==> src/sv/klx_pkg.sv <==
// Package for the keyword/operator lexer: token kinds, token and batch types,
// keyword table and byte classification helpers. No dependencies.
package klx_pkg;

    localparam int OFFSET_BITS_DEF = 16;
    localparam int KIND_W          = 6;
    localparam int FIELD_W         = 16;
    localparam int NUM_KW          = 11;
    localparam int KW_MAX_LEN      = 6;

    // Token kinds
    localparam logic [KIND_W-1:0] KIND_CONST   = 6'd0;
    localparam logic [KIND_W-1:0] KIND_IDENT   = 6'd1;
    localparam logic [KIND_W-1:0] KIND_KW_BASE = 6'd2;
    localparam logic [KIND_W-1:0] KIND_GT      = 6'd13;
    localparam logic [KIND_W-1:0] KIND_GTE     = 6'd14;
    localparam logic [KIND_W-1:0] KIND_LT      = 6'd15;
    localparam logic [KIND_W-1:0] KIND_LTE     = 6'd16;
    localparam logic [KIND_W-1:0] KIND_QUEST   = 6'd17;
    localparam logic [KIND_W-1:0] KIND_DOT     = 6'd18;
    localparam logic [KIND_W-1:0] KIND_BSLASH  = 6'd19;
    localparam logic [KIND_W-1:0] KIND_LBRACK  = 6'd20;
    localparam logic [KIND_W-1:0] KIND_RBRACK  = 6'd21;
    localparam logic [KIND_W-1:0] KIND_LPAREN  = 6'd22;
    localparam logic [KIND_W-1:0] KIND_RPAREN  = 6'd23;
    localparam logic [KIND_W-1:0] KIND_HASH    = 6'd24;
    localparam logic [KIND_W-1:0] KIND_COMMA   = 6'd25;
    localparam logic [KIND_W-1:0] KIND_COLON   = 6'd26;
    localparam logic [KIND_W-1:0] KIND_SEMI    = 6'd27;
    localparam logic [KIND_W-1:0] KIND_STAR    = 6'd28;
    localparam logic [KIND_W-1:0] KIND_DIV     = 6'd29;
    localparam logic [KIND_W-1:0] KIND_MINUS   = 6'd30;
    localparam logic [KIND_W-1:0] KIND_PLUS    = 6'd31;
    localparam logic [KIND_W-1:0] KIND_EQ      = 6'd32;
    localparam logic [KIND_W-1:0] KIND_ASSIGN  = 6'd33;
    localparam logic [KIND_W-1:0] KIND_NEQ     = 6'd34;
    localparam logic [KIND_W-1:0] KIND_NOT     = 6'd35;
    localparam logic [KIND_W-1:0] KIND_AT      = 6'd36;
    localparam logic [KIND_W-1:0] KIND_UNKNOWN = 6'd37;
    localparam logic [KIND_W-1:0] KIND_END     = 6'd38;

    // Byte codes
    localparam logic [7:0] CH_LF    = 8'h0A;
    localparam logic [7:0] CH_CR    = 8'h0D;
    localparam logic [7:0] CH_TAB   = 8'h09;
    localparam logic [7:0] CH_SPACE = 8'h20;
    localparam logic [7:0] CH_GT    = 8'h3E;
    localparam logic [7:0] CH_LT    = 8'h3C;
    localparam logic [7:0] CH_EQ    = 8'h3D;
    localparam logic [7:0] CH_BANG  = 8'h21;
    localparam logic [7:0] CH_SLASH = 8'h2F;

    // Keywords, packed big-end first, in kind order
    localparam logic [47:0] KW_TEXT [NUM_KW] = '{
        48'h0000_0066_6F72,  // for
        48'h0000_0000_6279,  // by
        48'h0000_0000_646F,  // do
        48'h0070_7269_6E74,  // print
        48'h0000_0000_6966,  // if
        48'h0000_7468_656E,  // then
        48'h0000_656C_7365,  // else
        48'h0000_0069_6E74,  // int
        48'h0000_0061_6E64,  // and
        48'h0000_0000_6F72,  // or
        48'h7265_7475_726E   // return
    };
    localparam logic [2:0] KW_LEN [NUM_KW] = '{
        3'd3, 3'd2, 3'd2, 3'd5, 3'd2, 3'd4, 3'd4, 3'd3, 3'd3, 3'd2, 3'd6
    };

    typedef struct packed {
        logic [KIND_W-1:0]  kind;
        logic [FIELD_W-1:0] tbegin;
        logic [FIELD_W-1:0] tfinish;
        logic [FIELD_W-1:0] line;
        logic               fin;
    } t_token;

    // Up to three tokens caused by one byte
    typedef struct packed {
        t_token [2:0] tok;
        logic [1:0]   cnt;
    } t_batch;

    function automatic logic is_digit(input logic [7:0] c);
        return (c >= 8'h30) && (c <= 8'h39);
    endfunction

    function automatic logic is_letter(input logic [7:0] c);
        return ((c >= 8'h61) && (c <= 8'h7A)) || ((c >= 8'h41) && (c <= 8'h5A));
    endfunction

    function automatic logic is_newline(input logic [7:0] c);
        return (c == CH_LF) || (c == CH_CR);
    endfunction

    // Identifier or keyword kind from the buffered first bytes
    function automatic logic [KIND_W-1:0] kw_kind(input logic [47:0] kbuf,
                                                  input logic [2:0]  klen);
        logic [KIND_W-1:0] k;
        k = KIND_IDENT;
        for (int i = 0; i < NUM_KW; i++) begin
            if ((klen == KW_LEN[i]) && (kbuf == KW_TEXT[i])) begin
                k = KIND_KW_BASE + KIND_W'(i);
            end
        end
        return k;
    endfunction

    // One-byte symbols; anything unlisted is an unknown byte
    function automatic logic [KIND_W-1:0] single_kind(input logic [7:0] c);
        logic [KIND_W-1:0] k;
        case (c)
            8'h3F:   k = KIND_QUEST;
            8'h2E:   k = KIND_DOT;
            8'h5C:   k = KIND_BSLASH;
            8'h5B:   k = KIND_LBRACK;
            8'h5D:   k = KIND_RBRACK;
            8'h28:   k = KIND_LPAREN;
            8'h29:   k = KIND_RPAREN;
            8'h23:   k = KIND_HASH;
            8'h2C:   k = KIND_COMMA;
            8'h3A:   k = KIND_COLON;
            8'h3B:   k = KIND_SEMI;
            8'h2A:   k = KIND_STAR;
            8'h2D:   k = KIND_MINUS;
            8'h2B:   k = KIND_PLUS;
            8'h40:   k = KIND_AT;
            default: k = KIND_UNKNOWN;
        endcase
        return k;
    endfunction

endpackage

==> src/sv/klx_if.sv <==
// Valid/ready channel interfaces for the lexer: text bytes in, tokens out.
// Depends on klx_pkg for field widths.
interface klx_in_if;
    logic       valid;
    logic       ready;
    logic [7:0] char_code;
    logic       end_of_text;

    modport source (output valid, output char_code, output end_of_text, input ready);
    modport sink   (input valid, input char_code, input end_of_text, output ready);
endinterface

interface klx_out_if;
    import klx_pkg::*;
    logic               valid;
    logic               ready;
    logic [KIND_W-1:0]  token_kind;
    logic [FIELD_W-1:0] token_begin;
    logic [FIELD_W-1:0] token_finish;
    logic [FIELD_W-1:0] line_number;
    logic               final_token;

    modport source (output valid, output token_kind, output token_begin,
                    output token_finish, output line_number, output final_token,
                    input ready);
    modport sink   (input valid, input token_kind, input token_begin,
                    input token_finish, input line_number, input final_token,
                    output ready);
endinterface

==> src/sv/klx_scan.sv <==
// Scanner: lexer state and the per-byte decision, giving up to three tokens.
// Depends on klx_pkg.
module klx_scan #(
    parameter int OFFSET_BITS = klx_pkg::OFFSET_BITS_DEF
) (
    input  logic            i_clk,
    input  logic            i_rst_n,
    input  logic            i_load,
    input  logic [7:0]      i_char,
    input  logic            i_eot,
    output klx_pkg::t_batch o_batch
);
    import klx_pkg::*;

    typedef enum logic [8:0] {
        M_IDLE    = 9'b0_0000_0001,
        M_NUM     = 9'b0_0000_0010,
        M_IDENT   = 9'b0_0000_0100,
        M_GT      = 9'b0_0000_1000,
        M_LT      = 9'b0_0001_0000,
        M_EQ      = 9'b0_0010_0000,
        M_BANG    = 9'b0_0100_0000,
        M_SLASH   = 9'b0_1000_0000,
        M_COMMENT = 9'b1_0000_0000
    } t_mode;

    localparam logic [OFFSET_BITS-1:0] OFF_MAX  = '1;
    localparam logic [FIELD_W-1:0]     LINE_MAX = '1;

    t_mode                  r_mode, n_mode;
    logic [OFFSET_BITS-1:0] r_off,  n_off;
    logic [OFFSET_BITS-1:0] r_pend, n_pend;
    logic [FIELD_W-1:0]     r_line, n_line;
    logic [47:0]            r_kbuf, n_kbuf;
    logic [2:0]             r_klen, n_klen;

    // Kind of the pending token if it ends now; none when idle or in a comment
    function automatic logic pend_kind(input t_mode m, input logic [KIND_W-1:0] kw,
                                       output logic [KIND_W-1:0] k);
        logic v;
        v = 1'b1;
        case (m)
            M_NUM:   k = KIND_CONST;
            M_IDENT: k = kw;
            M_GT:    k = KIND_GT;
            M_LT:    k = KIND_LT;
            M_EQ:    k = KIND_ASSIGN;
            M_BANG:  k = KIND_NOT;
            M_SLASH: k = KIND_DIV;
            default: begin
                k = KIND_UNKNOWN;
                v = 1'b0;
            end
        endcase
        return v;
    endfunction

    function automatic t_token mk_tok(input logic [KIND_W-1:0] kind,
                                      input logic [OFFSET_BITS-1:0] b,
                                      input logic [OFFSET_BITS-1:0] f,
                                      input logic [FIELD_W-1:0] line,
                                      input logic fin);
        t_token t;
        t.kind    = kind;
        t.tbegin  = FIELD_W'(b);
        t.tfinish = FIELD_W'(f);
        t.line    = line;
        t.fin     = fin;
        return t;
    endfunction

    // Next state and tokens for one byte
    always_comb begin
        logic [OFFSET_BITS-1:0] pos;
        logic [OFFSET_BITS-1:0] nxt;
        logic                   fresh;
        logic                   pv;
        logic [KIND_W-1:0]      pk;
        t_token                 tk;

        n_mode = r_mode;
        n_off  = r_off;
        n_pend = r_pend;
        n_line = r_line;
        n_kbuf = r_kbuf;
        n_klen = r_klen;
        o_batch = '0;
        pos   = r_off;
        nxt   = (r_off == OFF_MAX) ? r_off : r_off + 1'b1;
        fresh = 1'b1;
        pv    = 1'b0;
        pk    = KIND_UNKNOWN;
        tk    = '0;

        // continue the pending token where the byte allows
        case (r_mode)
            M_NUM: begin
                if (is_digit(i_char)) fresh = 1'b0;
            end
            M_IDENT: begin
                if (is_letter(i_char) || is_digit(i_char)) begin
                    fresh = 1'b0;
                    if (r_klen < 3'd6) begin
                        n_kbuf = {r_kbuf[39:0], i_char};
                        n_klen = r_klen + 3'd1;
                    end else begin
                        n_klen = 3'd7;
                    end
                end
            end
            M_GT, M_LT, M_EQ, M_BANG: begin
                if (i_char == CH_EQ) begin
                    case (r_mode)
                        M_GT:    pk = KIND_GTE;
                        M_LT:    pk = KIND_LTE;
                        M_EQ:    pk = KIND_EQ;
                        default: pk = KIND_NEQ;
                    endcase
                    o_batch.tok[0] = mk_tok(pk, r_pend, nxt, r_line, 1'b0);
                    o_batch.cnt    = 2'd1;
                    n_mode = M_IDLE;
                    fresh  = 1'b0;
                end
            end
            M_SLASH: begin
                if (i_char == CH_SLASH) begin
                    n_mode = M_COMMENT;
                    fresh  = 1'b0;
                end
            end
            M_COMMENT: begin
                if (is_newline(i_char)) n_mode = M_IDLE;
                else                    fresh  = 1'b0;
            end
            default: n_mode = M_IDLE;
        endcase

        // byte starts something new: close the pending token first
        if (fresh) begin
            pv = pend_kind(n_mode, kw_kind(r_kbuf, r_klen), pk);
            if (pv) begin
                o_batch.tok[0] = mk_tok(pk, r_pend, pos, r_line, 1'b0);
                o_batch.cnt    = 2'd1;
            end
            n_mode = M_IDLE;
            if (is_newline(i_char)) begin
                if (r_line != LINE_MAX) n_line = r_line + 1'b1;
            end else if ((i_char == CH_SPACE) || (i_char == CH_TAB)) begin
                n_mode = M_IDLE;
            end else if (is_digit(i_char)) begin
                n_mode = M_NUM;
                n_pend = pos;
            end else if (is_letter(i_char)) begin
                n_mode = M_IDENT;
                n_pend = pos;
                n_kbuf = {40'd0, i_char};
                n_klen = 3'd1;
            end else if (i_char == CH_GT) begin
                n_mode = M_GT;
                n_pend = pos;
            end else if (i_char == CH_LT) begin
                n_mode = M_LT;
                n_pend = pos;
            end else if (i_char == CH_EQ) begin
                n_mode = M_EQ;
                n_pend = pos;
            end else if (i_char == CH_BANG) begin
                n_mode = M_BANG;
                n_pend = pos;
            end else if (i_char == CH_SLASH) begin
                n_mode = M_SLASH;
                n_pend = pos;
            end else begin
                tk = mk_tok(single_kind(i_char), pos, nxt, n_line, 1'b0);
                case (o_batch.cnt)
                    2'd0:    o_batch.tok[0] = tk;
                    default: o_batch.tok[1] = tk;
                endcase
                o_batch.cnt = o_batch.cnt + 2'd1;
            end
        end

        n_off = nxt;

        // end of text: flush, end marker, back to reset values
        if (i_eot) begin
            pv = pend_kind(n_mode, kw_kind(n_kbuf, n_klen), pk);
            if (pv) begin
                tk = mk_tok(pk, n_pend, n_off, n_line, 1'b0);
                case (o_batch.cnt)
                    2'd0:    o_batch.tok[0] = tk;
                    2'd1:    o_batch.tok[1] = tk;
                    default: o_batch.tok[2] = tk;
                endcase
                o_batch.cnt = o_batch.cnt + 2'd1;
            end
            tk = mk_tok(KIND_END, n_off, n_off, n_line, 1'b1);
            case (o_batch.cnt)
                2'd0:    o_batch.tok[0] = tk;
                2'd1:    o_batch.tok[1] = tk;
                default: o_batch.tok[2] = tk;
            endcase
            o_batch.cnt = o_batch.cnt + 2'd1;
            n_mode = M_IDLE;
            n_off  = '0;
            n_pend = '0;
            n_line = FIELD_W'(1);
            n_kbuf = '0;
            n_klen = '0;
        end
    end

    // State registers, updated when the held byte is consumed
    always_ff @(posedge i_clk) begin
        if (!i_rst_n) begin
            r_mode <= M_IDLE;
            r_off  <= '0;
            r_pend <= '0;
            r_line <= FIELD_W'(1);
            r_kbuf <= '0;
            r_klen <= '0;
        end else if (i_load) begin
            r_mode <= n_mode;
            r_off  <= n_off;
            r_pend <= n_pend;
            r_line <= n_line;
            r_kbuf <= n_kbuf;
            r_klen <= n_klen;
        end
    end

endmodule

==> src/sv/klx_outbuf.sv <==
// Result register: holds the tokens of one byte and hands them out one beat
// at a time. Depends on klx_pkg and klx_out_if.
module klx_outbuf (
    input  logic             i_clk,
    input  logic             i_rst_n,
    input  logic             i_load,
    input  klx_pkg::t_batch  i_batch,
    output logic             o_room,
    klx_out_if.source        o_token
);
    import klx_pkg::*;

    t_batch     r_batch;
    logic [1:0] r_cnt;
    logic [1:0] r_idx;
    logic       fire;
    logic       last;
    t_token     cur;

    assign fire   = o_token.valid && o_token.ready;
    assign last   = (r_idx == (r_cnt - 2'd1));
    assign o_room = (r_cnt == 2'd0) || (fire && last);

    // select the token under the read index
    always_comb begin
        case (r_idx)
            2'd0:    cur = r_batch.tok[0];
            2'd1:    cur = r_batch.tok[1];
            default: cur = r_batch.tok[2];
        endcase
    end

    assign o_token.valid        = (r_cnt != 2'd0);
    assign o_token.token_kind   = cur.kind;
    assign o_token.token_begin  = cur.tbegin;
    assign o_token.token_finish = cur.tfinish;
    assign o_token.line_number  = cur.line;
    assign o_token.final_token  = cur.fin;

    // payload
    always_ff @(posedge i_clk) begin
        if (i_load) begin
            r_batch <= i_batch;
        end
    end

    // beat count and read index
    always_ff @(posedge i_clk) begin
        if (!i_rst_n) begin
            r_cnt <= '0;
            r_idx <= '0;
        end else if (i_load) begin
            r_cnt <= i_batch.cnt;
            r_idx <= '0;
        end else if (fire) begin
            if (last) begin
                r_cnt <= '0;
                r_idx <= '0;
            end else begin
                r_idx <= r_idx + 2'd1;
            end
        end
    end

endmodule

==> src/sv/keyword_operator_lexer.sv <==
// Keyword/operator lexer top level: byte input register, scanner, result register.
// Path: a byte accepted into the input register is scanned, and its tokens are loaded into
// the result register, which drives the port. Throughput: one byte per cycle while the result
// register has room; a byte that causes several tokens (at most three) holds it until each has gone out.
// Reset: synchronous active-low; offset 0, line 1, no pending token, buffers empty.
// Depends on klx_pkg, klx_if, klx_scan and klx_outbuf.
module keyword_operator_lexer #(
    parameter int OFFSET_BITS = klx_pkg::OFFSET_BITS_DEF
) (
    input  logic      i_clk,
    input  logic      i_rst_n,
    klx_in_if.sink    i_byte,
    klx_out_if.source o_token
);
    import klx_pkg::*;

    logic       r_in_valid;
    logic [7:0] r_char;
    logic       r_eot;
    logic       room;
    logic       adv;
    t_batch     batch;

    assign adv          = r_in_valid && room;
    assign i_byte.ready = !r_in_valid || adv;

    // input register
    always_ff @(posedge i_clk) begin
        if (!i_rst_n) begin
            r_in_valid <= 1'b0;
        end else if (i_byte.ready) begin
            r_in_valid <= i_byte.valid;
        end
    end

    always_ff @(posedge i_clk) begin
        if (i_byte.ready && i_byte.valid) begin
            r_char <= i_byte.char_code;
            r_eot  <= i_byte.end_of_text;
        end
    end

    klx_scan #(
        .OFFSET_BITS(OFFSET_BITS)
    ) u_scan (
        .i_clk   (i_clk),
        .i_rst_n (i_rst_n),
        .i_load  (adv),
        .i_char  (r_char),
        .i_eot   (r_eot),
        .o_batch (batch)
    );

    klx_outbuf u_outbuf (
        .i_clk   (i_clk),
        .i_rst_n (i_rst_n),
        .i_load  (adv),
        .i_batch (batch),
        .o_room  (room),
        .o_token (o_token)
    );

endmodule
==> src/flat_wrapper.sv <==
// flat-port wrapper written by rule: the top's interface ports become plain ports
module keyword_operator_lexer_flat import klx_pkg::*;
#(
    parameter int OFFSET_BITS = klx_pkg::OFFSET_BITS_DEF
)
  (i_clk, i_rst_n, i_byte_valid, i_byte_char_code, i_byte_end_of_text, i_byte_ready, o_token_valid, o_token_token_kind, o_token_token_begin, o_token_token_finish, o_token_line_number, o_token_final_token, o_token_ready);
  klx_in_if i_byte_i ();
  klx_out_if o_token_i ();
  input  logic i_clk;
  input  logic i_rst_n;
  input wire logic [$bits(i_byte_i.valid)-1:0] i_byte_valid;
  input wire logic [$bits(i_byte_i.char_code)-1:0] i_byte_char_code;
  input wire logic [$bits(i_byte_i.end_of_text)-1:0] i_byte_end_of_text;
  output wire logic [$bits(i_byte_i.ready)-1:0] i_byte_ready;
  output wire logic [$bits(o_token_i.valid)-1:0] o_token_valid;
  output wire logic [$bits(o_token_i.token_kind)-1:0] o_token_token_kind;
  output wire logic [$bits(o_token_i.token_begin)-1:0] o_token_token_begin;
  output wire logic [$bits(o_token_i.token_finish)-1:0] o_token_token_finish;
  output wire logic [$bits(o_token_i.line_number)-1:0] o_token_line_number;
  output wire logic [$bits(o_token_i.final_token)-1:0] o_token_final_token;
  input wire logic [$bits(o_token_i.ready)-1:0] o_token_ready;
  assign i_byte_i.valid = i_byte_valid;
  assign i_byte_i.char_code = i_byte_char_code;
  assign i_byte_i.end_of_text = i_byte_end_of_text;
  assign i_byte_ready = i_byte_i.ready;
  assign o_token_valid = o_token_i.valid;
  assign o_token_token_kind = o_token_i.token_kind;
  assign o_token_token_begin = o_token_i.token_begin;
  assign o_token_token_finish = o_token_i.token_finish;
  assign o_token_line_number = o_token_i.line_number;
  assign o_token_final_token = o_token_i.final_token;
  assign o_token_i.ready = o_token_ready;
  keyword_operator_lexer #(.OFFSET_BITS(OFFSET_BITS)) u_core (.i_clk(i_clk), .i_rst_n(i_rst_n), .i_byte(i_byte_i), .o_token(o_token_i));
endmodule
==> config.mk <==
export PLATFORM = sky130hd
export DESIGN_NAME = keyword_operator_lexer_flat
export DESIGN_NICKNAME = d
export VERILOG_FILES = /design/src/sv/klx_pkg.sv /design/src/sv/klx_if.sv /design/src/sv/klx_scan.sv /design/src/sv/klx_outbuf.sv /design/src/sv/keyword_operator_lexer.sv /design/src/flat_wrapper.sv
export SDC_FILE = /design/constraint.sdc
export NUM_CORES = 1
export LEC_CHECK = 0
export ABC_AREA = 0
export BUFFER_PORTS_ARGS = -buffer_cell sky130_fd_sc_hd__clkbuf_2
export CELL_PAD_IN_SITES_DETAIL_PLACEMENT = 1
export CELL_PAD_IN_SITES_GLOBAL_PLACEMENT = 1
export CORE_MARGIN = 8
export CORE_UTILIZATION = 44
export CTS_BUF_LIST = sky130_fd_sc_hd__clkbuf_16
export DETAILED_ROUTE_END_ITERATION = 16
export PLACE_DENSITY = 0.79
export SYNTH_ARGS = -nofsm -noshare
export SYNTH_HDL_FRONTEND = slang
export SYNTH_SLANG_ARGS = --single-unit
==> constraint.sdc <==
create_clock -name i_clk -period 5.85 [get_ports i_clk]
set_input_delay 0 -clock i_clk [delete_from_list [all_inputs] [get_ports i_clk]]
set_output_delay 0 -clock i_clk [all_outputs]
set_load 0.02 [all_outputs]
* Yosys cells after proc, flatten, opt, wreduce, memory -nomap -nowiden
Cells that the tools add are included.
** Storage, ports and cells
- Register bits :: 287
- Input port bits :: 13
- Output and inout bits :: 57
- Logic and storage cells :: 296
** Operators by class
- Add/subtract/negate cells :: 8
- $lt $le $gt $ge :: 7
- Eq/ne operators :: 84
- Multiplexer cells :: 116
- Bitwise gates (word level) :: 1
- Reductions and logical operators :: 53
** Operator list (number)
- $mux W112 :: 11
- $mux W55 :: 8
- $mux W48 :: 9
- $eq A48 B15 Y1 const B :: 8
- $mux W167 :: 2
- $eq A48 B23 Y1 const B :: 6
- $mux W16 :: 17
- $mux W57 :: 4
- $eq A48 B31 Y1 const B :: 4
- $eq A8 B6 Y1 const B :: 17
- $mux W6 :: 20
- $pmux W55 S2 :: 1
- $eq A48 B39 Y1 const B :: 2
- $eq A48 B47 Y1 const B :: 2
- $pmux W6 S15 :: 1
- $pmux W6 S7 :: 2
- $mux W8 :: 9
- $mux W9 :: 5
- $pmux W9 S4 :: 1
- $add A16 B1 Y16 const B :: 2
- $eq A8 B7 Y1 const B :: 4
- $logic_and A1 B1 Y1 :: 29
- $eq A9 B2 Y1 const B :: 3
- $eq A9 B3 Y1 const B :: 3
- 35 further kinds :: 99

* Longest topological paths before layout
- Depth after elaboration :: 37
- Mapped depth :: 23
- Mapped depth without buffers :: 19

* Hierarchy
A second synthesis with hierarchy kept.
** Unflattened totals
- Cells, all modules :: 1938
- Area, all modules :: 16829.9 µm²
** Modules (own cells, without submodules)
- klx_scan :: times used 1, cells each 1543, area an instance 10356.2 µm², sequential area each 2162.1 µm²
- klx_outbuf :: times used 1, cells each 380, area an instance 6138.4 µm², sequential area each 5034.8 µm²
- keyword_operator_lexer :: times used 1, cells each 15, area an instance 335.3 µm², sequential area each 290.3 µm²

* Least setup slack after synthesis
Ideal clock, no wire load.
- Path kind :: reg2reg
- From :: reg u_core.u_outbuf.r_cnt[0]
- To :: reg u_core.u_scan.r_line[2]
- Library setup time :: 76 ps
- Data arrival time :: 5770 ps
- Required time :: 5774 ps
- Slack :: 4 ps
- Stages on the path, launching flop included :: 11
- Path buffers :: 0
- Clock period less this slack :: 5846 ps
- Path through :: dfxtp_1 inv_1 ha_1 inv_1 nand2_1 nor3_1 o21ai_1 inv_1 nand2_1 or3_1 a21boi_0
** Between the ends
- Cells in the longest elaborated chain, start to end :: 5
- Elaborated cells between the ends (all ways) :: 8
- Classes of those cells :: 1 x add/sub; 1 x eq/ne; 6 x reduce/logical
** RTL lines
- start: declaration :: line klx_outbuf.sv:14 : logic [1:0] r_cnt;
- start signal: assignment :: line klx_outbuf.sv:53 : r_cnt <= i_batch.cnt;
- $reduce_bool A2 Y1 :: line klx_outbuf.sv:33 : assign o_token.valid = (r_cnt != 2'd0);
- via o_token_valid :: line flat_wrapper.sv:15 : output wire logic [$bits(o_token_i.valid)-1:0] o_token_valid;
- $logic_and A1 B1 Y1 :: line klx_outbuf.sv:20 : assign fire = o_token.valid && o_token.ready;
- $logic_and A1 B1 Y1 :: line klx_outbuf.sv:22 : assign o_room = (r_cnt == 2'd0) || (fire && last);
- $logic_or A1 B1 Y1 :: line klx_outbuf.sv:22
- $logic_and A1 B1 Y1 :: line keyword_operator_lexer.sv:24 : assign adv = r_in_valid && room;
- via u_core.adv :: line keyword_operator_lexer.sv:21 : logic adv;
- end signal: assignment :: line klx_scan.sv:226 : r_line <= n_line;
- end: declaration :: line klx_scan.sv:33 : logic [FIELD_W-1:0] r_line, n_line;
The timed path passes the listed nets, and every way through them passes these cells.
A chain may end at the register's enable or synchronous reset.

==> qor.csv <==
stage,metric,value,unit
global_routing,gr ovfl total,0,
critical_path,Worst EP required,6.13,ns
finish,share of cells above drive strength 1,11.33,%
pwr,LEAKAGE,6.552,nW
pwr,Peak VDD IR,0.0002029,V
detailed_routing,routed vias/inst,6.424,
yosys,complex-gate fraction of the synthesized area,22.51,%
critical_path,data arrival time of the worst path,5.80,ns
critical_path,worst r2r src,u_core.r_char[4],
yosys,simple-gate area share of the yosys netlist,24.03,%
placement,input/output buffers,69,
die,Core Area,0.03749,mm2
detailed_routing,first-pass iteration count of the detailed router,5,
timing,post-route clock period utilization,94.32,%
die,height of the die,210.7,um
placement,pre-CTS setup slack,0.4804,ns
yosys,post-synthesis xor/xnor area fraction,1.312,%
detailed_routing,ANT nets after route,0,
critical_path,r2r setup slk,0.33,ns
critical_path,Reg-to-Reg End,u_core.u_outbuf.r_batch[109],
pwr,pwr dens,272.7,mW/mm2
yosys,#FFs+latches synth,287,
detailed_routing,WL/cell,25.06,um
critical_path,Critical Path Source Type,flip-flop,
min_path,HP Class,in2reg,
yosys,synthesized cell area,0.01668,mm2
timing,Final Critical Period,5.518,ns
clock_tree,clk root buf,clkbuf_16,
clock_tree,"CTS clk-pin slew, worst paths",0.06,ns
detailed_routing,Met3 Routed Length,4.476,mm
critical_path,"Slowest-stage cell, CP",or4b_4,
yosys,mux cell area share after synthesis,1.800,%
yosys,Yosys top cell by area,edfxtp_1,
placement,Detail Placement HPWL,41.70,mm
clock_tree,clk sinks,287,
critical_path,R2R cell count,19,
clock_tree,Post CTS Setup Buffer Count,0,
finish,area delta synth->final,11.55,%
timing,Slew headroom,15.85,%
pwr,Pwr Total,5.075,mW
critical_path,cell repeated most along the worst path,nor2_1,
job,Max-cap violations,0,
global_routing,total track usage,26.91,%
global_routing,antenna violations before repair,1,
timing,Final setup viols,0,
critical_path,CP Capture Point,u_core.u_outbuf.r_batch[109],
yosys,Syn Inst Count,1873,
timing,unrepaired setup endpoints after global routing,no,
critical_path,CP Launch Point,u_core.r_char[4],
clock_tree,CTS HTree Levels,2,
yosys,Syn Nets,1901,
run_status,status,"finished, final reports clean",
critical_path,Crit path buffers/inverters,2,
timing,Layout Skew,0.02242,ns
critical_path,critical-path cell list,or4b_4 > nor3_4 > o21ai_0 > nor2_1 > inv_1 > ha_1 > a21oi_1 > o21ai_1 > ha_1 > nor2_1 > nor2_1 > ha_1 > nand2_1 > inv_1 > a31oi_2 > nand2_1 > nor2_1 > a211oi_1 > a21oi_1,
yosys,top_reg_cell synth,edfxtp_1,
yosys,sequential area share after synthesis,44.88,%
clock_tree,CTS Buffer Depth,3,
clock_tree,CTS buffer count,34,
detailed_routing,met2 WL post-DR,27.78,mm
detailed_routing,total length of routed wires,60.58,mm
die,Die Area,0.04441,mm2
critical_path,cell family with most CP delay,simple AND/OR/NAND/NOR gates,
timing,setup TNS,0,ns
finish,Diodes inserted,0,
critical_path,Worst setup EP type,flip-flop,
detailed_routing,drt initial violations,1546,
clock_tree,CTS tree,done,
critical_path,worst-path fanout max,12,
detailed_routing,highest metal used,met4,
timing,slack of the critical path,0.3320,ns
clock_tree,cts hold-fix bufs,11,
yosys,post-synth top area share,31.32,%
detailed_routing,Post-Route M1 WL,26.89,mm
clock_tree,Worst-Skew Late Latency,0.55,ns
critical_path,Critical Path Stages,19,
timing,worst slew pin tran,1.245,ns
yosys,synth top area cells,"edfxtp_1, dfxtp_1, nand2_1, o21ai_0, nor2_1",
timing,Final Hold Viols,0,
die,Starting Density,44.50,%
detailed_routing,via count,15530,
global_routing,largest net degree at the start of global routing,101,
finish,Final Util,49.64,%
critical_path,"Worst Path Class, Setup",reg2reg,
yosys,syn avg cell area,8.907,um2
die,row cnt,71,
clock_tree,post-CTS sizing,0,
global_routing,vias in the first global route,15890,
placement,global placer's final weighted congestion,0.9205,
yosys,adder-cell share of the synthesized area,1.125,%
die,Die Width,210.7,um
die,Top Ports,70,
timing,Fmax,181.2,MHz
critical_path,crit-path max cell delay,0.65,ns
yosys,main combinational cell family by area after synthesis,simple AND/OR/NAND/NOR gates,
timing,Max Slew Vio Count,0,
finish,Final nets,1909,
detailed_routing,drt drc,0,
yosys,Syn. warnings,0,
yosys,Post-synth EDFFs,174,
global_routing,first-pass GRT wire length,94.55,mm
yosys,Yosys cell types,104,
yosys,"FFs w/ async S/R, synth",0,%
-- stage by stage --
stage	area (um2)	hold WS, ns	std cells
final	18610	0.04699	2417
after global routing	18610	0.06002	2417
after CTS	18610	0.02463	2417
after detailed placement	17420	0.1801	2345
after global placement	17420	0.1791	2345
after floorplan	16680	0.09887	1873
-- registers in the layout (all words and copies together), names as in the netlist, 3 cells and up --
name                     flops
u_core.u_scan.r_mode         9
u_core.u_scan.r_kbuf        48
u_core.u_scan.r_off         16
u_core.u_scan.r_line        16
u_core.r_char                8
u_core.u_scan.r_klen         3
u_core.u_outbuf.r_batch    165
u_core.u_scan.r_pend        16
-- cell type report --
class / instances / area, um2
timing repair buffer: 122 / 770.7
sequential: 287 / 7487
inverter: 28 / 110.1
multi-input combinational: 1408 / 8522
clock buffer: 35 / 875.8
fill: 4375 / 18880
clock inverter: 26 / 205.2
tap: 511 / 639.4
-- power breakdown --
group	internal, mW	switching [mW]
Sequential	2.23	0.0405
Clock	1.22	0.874
Combinational	0.185	0.519
-- cell families after synthesis --
logic type,count (synthesis)
and+or+nand+nor,805
adders and majority gates,15
buffers and inverters,178
xor gates and xnor gates,25
muxes,29
AOI/OAI and AO/OA,534
DFF,287
-- synthesized netlist by cell type (all sizes together), types with 9 or more instances --
master  number
nand2      304
edfxtp     174
nor2       164
o21ai      157
clkbuf     117
dfxtp      113
a22oi       74
a21oi       72
a22o        63
nand3       55
nor3        47
buf         33
nand4       29
inv         27
mux2i       27
nor4        27
and2        25
o22ai       25
nand2b      24
or3         20
and3        19
nor2b       18
ha          15
o31ai       15
o22a        14
xnor2       14
a31oi       13
xor2        11
a221oi      10
nand3b      10
nand4b       9
-- placed cells by master, fill, tap and decap left out, types with 25 or more instances in the layout --
cell       netlist  routed
nor3_1          41      39
nor2_1         159     156
inv_1           27      39
mux2i_1         26      26
dfxtp_1        113     113
a22oi_1         74      74
o21ai_1         33      32
nor4_1          25      25
nand4_1         29      29
o21ai_0        123     123
clkbuf_2         0      69
nand2_1        304     304
buf_4            2      42
clkbuf_16        0      35
o22ai_1         25      25
edfxtp_1       174     174
a21oi_1         72      72
nand3_1         53      53
a22o_1          63      63
-- worst min-delay path by stage --
| stage | from | to | slack [ns] | cells after the start |
|---|---|---|---|---|
| after floorplan | i_byte_char_code[0] | u_core.r_char[0] | 0.1 | 0 |
| after global placement | i_byte_char_code[4] | u_core.r_char[4] | 0.18 | 1 |
| after detailed placement | i_byte_char_code[4] | u_core.r_char[4] | 0.18 | 1 |
| after CTS | i_rst_n | u_core.r_in_valid | 0.02 | 2 |
| after global routing | i_rst_n | u_core.r_in_valid | 0.06 | 2 |
| final | i_rst_n | u_core.r_in_valid | 0.05 | 2 |
-- per-layer routing --
metal,global-route usage (%),up-vias
met5,0,-
met4,9.122,0
met3,4.748,111
met2,42.59,624
met1,36.82,7783
li1,-,7008
(Power assumes the default switching activity.)
